**src/hdl/iapsp_pkg.sv**
```systemverilog
// Shared types, constants and saturating arithmetic for the incremental shortest-path block.
package iapsp_pkg;

    localparam int DIST_W = 22;
    localparam logic [DIST_W-1:0] DIST_INF = {DIST_W{1'b1}};
    localparam int NODE_CNT_W = 7;
    localparam logic [NODE_CNT_W-1:0] NODE_CNT_RESET = 7'd64;

    // Operation codes carried by the operation field.
    localparam logic OP_LOAD = 1'b0;
    localparam logic OP_ADD  = 1'b1;

    typedef logic [DIST_W-1:0] t_dist;

    // Per-cycle command broadcast to every cell.
    typedef enum logic [2:0] {
        C_NOP   = 3'd0,
        C_ADD   = 3'd1,
        C_LOADR = 3'd2,
        C_LOADC = 3'd3,
        C_P1    = 3'd4,
        C_P2    = 3'd5,
        C_P3    = 3'd6,
        C_SHIFT = 3'd7
    } t_cop;

    typedef struct packed {
        t_cop  op;
        t_dist sa;
        t_dist sb;
        logic  skip;
        logic  u_new;
        logic  u_act;
    } t_cell_ctl;

    function automatic t_dist sat_add(input t_dist a, input t_dist b);
        logic [DIST_W:0] s;
        s = {1'b0, a} + {1'b0, b};
        return (s >= {1'b0, DIST_INF}) ? DIST_INF : s[DIST_W-1:0];
    endfunction

    function automatic t_dist dmin(input t_dist a, input t_dist b);
        return (b < a) ? b : a;
    endfunction

endpackage

```
**src/hdl/iapsp_cell.sv**
```systemverilog
// One vertex cell: holds its column and row distance to the new vertex and a running max.
module iapsp_cell import iapsp_pkg::*; (
    input  logic      i_clk,
    input  logic      i_rst_n,
    input  t_cell_ctl i_ctl,
    input  logic      i_sel,
    input  logic      i_is_new,
    input  t_dist     i_lane_a,
    input  t_dist     i_lane_b,
    input  t_dist     i_mx_prev,
    output t_dist     o_c,
    output t_dist     o_r,
    output t_dist     o_mx,
    output logic      o_act,
    output t_dist     o_row_new,
    output t_dist     o_col_new
);

    t_dist r_c;
    t_dist r_r;
    t_dist r_mx;
    logic  r_act;
    t_dist sum1;
    t_dist relax_c;
    t_dist relax_r;
    t_dist base_r;
    t_dist base_c;
    t_dist row_new;
    t_dist col_new;

    always_comb begin
        sum1    = sat_add(i_lane_a, i_ctl.sa);
        relax_c = dmin(r_c, sum1);
        relax_r = dmin(r_r, sum1);
        base_r  = i_ctl.u_new ? r_r : (i_is_new ? i_ctl.sa : i_lane_a);
        base_c  = i_ctl.u_new ? r_c : (i_is_new ? i_ctl.sb : i_lane_b);
        row_new = dmin(base_r, sat_add(i_ctl.sa, r_r));
        col_new = dmin(base_c, sat_add(r_c, i_ctl.sb));
    end

    always_ff @(posedge i_clk) begin
        if (!i_rst_n) begin
            r_act <= 1'b0;
        end else if (i_ctl.op == C_ADD && i_sel) begin
            r_act <= 1'b1;
        end
    end

    always_ff @(posedge i_clk) begin
        case (i_ctl.op)
            C_ADD: begin
                r_mx <= '0;
            end
            C_LOADR: begin
                r_r <= i_lane_a;
                if (i_is_new) begin
                    r_c <= i_lane_a;
                end
            end
            C_LOADC: begin
                if (i_sel) begin
                    r_c <= i_ctl.sa;
                end
            end
            C_P1: begin
                if (r_act && !i_ctl.skip) begin
                    r_c <= relax_c;
                    if (i_is_new) begin
                        r_r <= relax_c;
                    end
                end
            end
            C_P2: begin
                if (r_act && !i_ctl.skip) begin
                    r_r <= relax_r;
                    if (i_is_new) begin
                        r_c <= relax_r;
                    end
                end
            end
            C_P3: begin
                if (i_ctl.u_act && r_act && row_new != DIST_INF && row_new > r_mx) begin
                    r_mx <= row_new;
                end
            end
            C_SHIFT: begin
                if (i_mx_prev > r_mx) begin
                    r_mx <= i_mx_prev;
                end
            end
            default: begin
            end
        endcase
    end

    assign o_c       = r_c;
    assign o_r       = r_r;
    assign o_mx      = r_mx;
    assign o_act     = r_act;
    assign o_row_new = row_new;
    assign o_col_new = col_new;

endmodule

```
**config.mk**
```make
export PLATFORM = sky130hd
export DESIGN_NAME = iapsp_cell
export DESIGN_NICKNAME = d
export VERILOG_FILES = /design/src/hdl/iapsp_pkg.sv /design/src/hdl/iapsp_cell.sv
export SDC_FILE = /design/constraint.sdc
export NUM_CORES = 1
export LEC_CHECK = 0
export BUFFER_PORTS_ARGS = -buffer_cell sky130_fd_sc_hd__clkbuf_2
export CAP_MARGIN = 20
export CELL_PAD_IN_SITES_DETAIL_PLACEMENT = 1
export CELL_PAD_IN_SITES_GLOBAL_PLACEMENT = 2
export CORE_UTILIZATION = 36
export CTS_BUF_LIST = sky130_fd_sc_hd__clkbuf_2
export CTS_CLUSTER_DIAMETER = 150
export DETAILED_ROUTE_END_ITERATION = 10
export PLACE_DENSITY_LB_ADDON = 0.1
export SKIP_LAST_GASP = 1
export SLEW_MARGIN = 40
export SYNTH_ARGS = -nofsm -noshare
export SYNTH_HDL_FRONTEND = slang
export SYNTH_SLANG_ARGS = --single-unit
export TNS_END_PERCENT = 50
```
**constraint.sdc**
```tcl
create_clock -name i_clk -period 17.7 [get_ports i_clk]
set_input_delay 0.885 -clock i_clk [delete_from_list [all_inputs] [get_ports i_clk]]
set_output_delay 0.885 -clock i_clk [all_outputs]
set_load 0.05 [all_outputs]
```
==> results <==
- The average via count per standard cell is 5.873.
- The number of DRC violations after detailed routing is 0.
- The global routing usage summed across all routing layers is 0.3109.
- The synthesized design contains 67 register bits.
- After synthesis the cells add up to ~12000 um2.
- The area used by multi-input combinational logic is 9449 um2.
- The total half-perimeter wirelength after legalization and detailed placement is 44.84 mm.
- Entering global routing, the biggest net connects 89 pins.
- The sequential fraction of the synthesis area is 0.1660.
- At the pin with the least slew margin, the transition time is 911.0 ps.
- The placed standard-cell area is 13720 um2.
- The count of cells in the finished layout, fillers not included, comes to 2197.
- The total placed cells including tap cells is approximately 2200.
- The detailed-router iteration count before antenna repair is 7.
- The relative slew slack is 0.3883.
- The area growth from synthesis to layout is 14.37%.
- The largest fanout on the critical path is 30.
- In this design, the stage delay of the slowest critical-path cell is 600 ps.
- The residual overflow from global routing is 0.
- The total routed wirelength is roughly 53 mm.
- The most critical setup path has its startpoint at o_r[0]$_DFFE_PP_.
- The final weighted congestion of routability-driven global placement is 1.000.
- The end point of the critical path is o_mx[18]$_DFFE_PP_.
- For the final routed database, the setup TNS stands at 0 ps.
- After the first detailed-routing iteration, the DRC count stood at 771.
- The count of cells along the worst register-to-register path is 34.
- Synthesis produced 1550 cells.
- TritonCTS built the clock tree.
- The number of clock sinks is 67.
- The number of fill cells is 4193.
- The total number of vias is ~13000.
- After clock tree synthesis, the repair step resized 0 gates.
- The final max-slew violation count is 0.
- The startpoint type of the worst setup path is a flip-flop.
- Timing would allow up to 113.2 MHz.
- The most used flip-flop cell after synthesis is edfxtp_1.
- The leakage component of the power is 6.597 nW.
- No sink is reached through more buffers than the 2 on the longest clock path.
- The net count after synthesis is 1869.
- The number of setup buffers added after CTS is 0.
- The fraction of the cycle the final worst path needs is 0.4991.
- ha_1 takes more of the synthesized area than any other cell.
- For this run, asynchronously set or reset flops after synthesis account for 0.
- The worst register-to-register path begins at o_r[0]$_DFFE_PP_.
- Setup violations remaining at the end of the flow were counted as 0.
- The I/O pin total is 231.
- The total non-filler cell area in the finished layout is roughly 14000 um2.
- Power spread over the standard cell area amounts to between 80 and 90 nW/um2.
- The detail-routed net length per standard cell is 24.24 um.
- The detail route stage leaves a number of antenna-violating nets equal to 0.
- The count of flip-flops with a built-in enable after synthesis is 66.
- The via count of the first global-routing pass is 12750.
- In this run, CTS created clock tree buffers numbering 9.
- The worst setup path is captured at a flip-flop.
- The total count of hold-check failures in the final report was 0.
- For this run, the number of Yosys warnings is 0.
- The floorplan die area is 34240 um2.
- Setup repair after global routing left no endpoint under its margin.
- The number of antenna violations at the first check in global routing is 2.
- The endpoint of the lowest-slack register-to-register path is o_mx[18]$_DFFE_PP_.
- The number of buffers inserted by port buffering is 230.
- For this configuration, the core starts out at a cell density of 0.3679.
- The tool flagged a number of max-cap violations equal to 0.
- The final worst hold slack is 517.9 ps.
- The hold buffer count at CTS is 0.
- The share of synthesized area in the top cell type comes to 0.2033.
- The clock transition at the registers of the reported paths is 240 ps.
- After the last flow step, the layout net total stands at 2069.
- The endpoint arrival time on the critical path is 9160 ps.
- The first global-routing pass estimated 79.11 mm of wire.
- The most numerous cell type found on the critical path is a21o_1.
- The setup check on the worst reg-to-reg path leaves a slack of 8870 ps.
- The sequential cells in the finished layout cover a total of 2002 um2.
- The overall power consumption is 0.001123 W.
- A synthesized cell averages 7.781 um2.
- After synthesis, the cell types taking the most area are ha_1 20%, edfxtp_1 16%, a21oi_1 6.3%.
- The overall die width is roughly 190 um.
- The clock insertion delay at the later pin of the skew report is 610 ps.
- On the critical path, the stage with the largest delay is an instance of a21o_1.
- In this run the standard cell core region covers approximately 33000 um2.
- In this run the worst hold path is classified as in -> reg.
- The time the worst path needs with I/O delays and setup is 8834 ps.
- The layout cell share with drive strength beyond 1 is 0.1677.
- IR analysis of the VDD net gives a maximum drop of between 0.03 and 0.04 mV.
- The post-synthesis cell type count is 85.
- For the final database, setup skew stands at 43.02 ps.
- After floorplanning, the core was divided into 66 placement rows.
- For the worst setup path, the data required time is 18030 ps.
- The height of the die is between 150 and 200 um.
- The clock tree synthesis step divided the H-tree into 3 levels.
- The flow ran to the end, and the final reports show no timing, DRC or antenna violations.
- The root buffer cell is clkbuf_2.
- The critical path class is reg -> reg.
Yosys cell counts, types with 9 or more instances:
cell      number
o211ai_1      20
nand2b_1      36
buf_2         18
nor4_1        10
clkbuf_1      30
o21ai_0       50
o21ai_1       18
o21bai_1      10
nor2_1       160
mux2i_1       72
ha_1         196
and3_1        14
inv_1        109
a22o_1        10
a32o_1        11
edfxtp_1      66
a31oi_1        9
and2_1        13
a21o_1        68
nand4_1       26
a211oi_1      16
xnor2_1       36
o221ai_1      14
a21oi_1      153
or3_1         10
xor2_1        14
nor2b_1       14
nor3_1        28
o21a_1        19
nand2_1      139
nand3_1       26
routing by layer:
layer / global-route usage / share of wire
met3: 0.02241 / 0.043
met1: 0.4444 / 0.49
met2: 0.4968 / 0.44
met5: 0 / 0
met4: 0.09091 / 0.025
worst max-delay path: cells and delay by family, from the launching register on:
family | cells | cell delay [ps]
compound gates | 20 | 4460
simple gates | 8 | 1490
fa+ha+maj | 4 | 1420
flops | 1 | 560
buf+inv | 2 | 560
registers in the layout, indices dropped and copies added (netlist names):
name	cells
o_act	1
o_mx	22
o_c	22
o_r	22
area by class of cell:
type	instances	share of cell area
Multi-Input combinational cell	1316	0.6851
Sequential cell	67	0.1451
Timing Repair Buffer	247	0.09461
Tap cell	442	0.04009
Inverter	109	0.02966
Clock buffer	10	0.003628
Clock inverter	4	0.001451
Antenna cell	2	0.0003628
cell usage in the layout (no fill, tap or decap), types with 18 or more instances in the layout:
master / Yosys / routed
nand2b_1: 36 / 36
a21oi_1: 153 / 150
nand2_1: 139 / 139
xnor2_1: 36 / 36
nand3_1: 26 / 26
a21o_1: 68 / 68
ha_1: 196 / 196
clkbuf_2: 0 / 238
nor3_1: 28 / 28
mux2i_1: 72 / 72
o21ai_1: 18 / 18
inv_1: 109 / 109
nor2_1: 160 / 159
o21ai_0: 50 / 50
nand4_1: 26 / 26
edfxtp_1: 66 / 66
o211ai_1: 20 / 20
o21a_1: 19 / 19
cells by family (layout without fill, tap and decap cells):
logic type	after synthesis	count (layout)	synth area share
AO/OA/AOI/OAI	480	480	0.2687
flip-flops	67	67	0.1660
AND/OR/NAND/NOR	513	513	0.2046
XOR/XNOR	50	50	0.03631
multiplexers	74	74	0.06162
other	0	2	0
buffers and inverters	167	370	0.05447
adder cells (fa/ha/maj)	199	199	0.2083
power by group:
group | internal, W | switching (W)
clock | 0.0000164 | 0.0000668
combinational | 0.000260 | 0.000575
sequential | 0.000187 | 0.0000173
total | 0.000463 | 0.000660
worst min-delay path by stage:
stage	from	to	slack [ps]	depth (start not counted)
4_1_cts	i_rst_n	o_act$_SDFFE_PN0P_	480	2
5_1_grt	i_rst_n	o_act$_SDFFE_PN0P_	470	2
2_1_floorplan	o_act$_SDFFE_PN0P_	o_act$_SDFFE_PN0P_	780	2
6_report	i_rst_n	o_act$_SDFFE_PN0P_	520	2
3_3_place_gp	o_act$_SDFFE_PN0P_	o_act$_SDFFE_PN0P_	550	2
3_5_place_dp	o_act$_SDFFE_PN0P_	o_act$_SDFFE_PN0P_	560	2
through the flow:
| step | utilization | setup slack [ps] |
|---|---|---|
| global route | 0.4207 | 8448 |
| detailed placement | 0.4184 | 8553 |
| finish | 0.4207 | 8866 |
| CTS | 0.4206 | 8966 |
| floorplan | - | 8853 |
| global placement | 0.4170 | 8706 |
No activity file was read; power rests on OpenSTA's default activity.
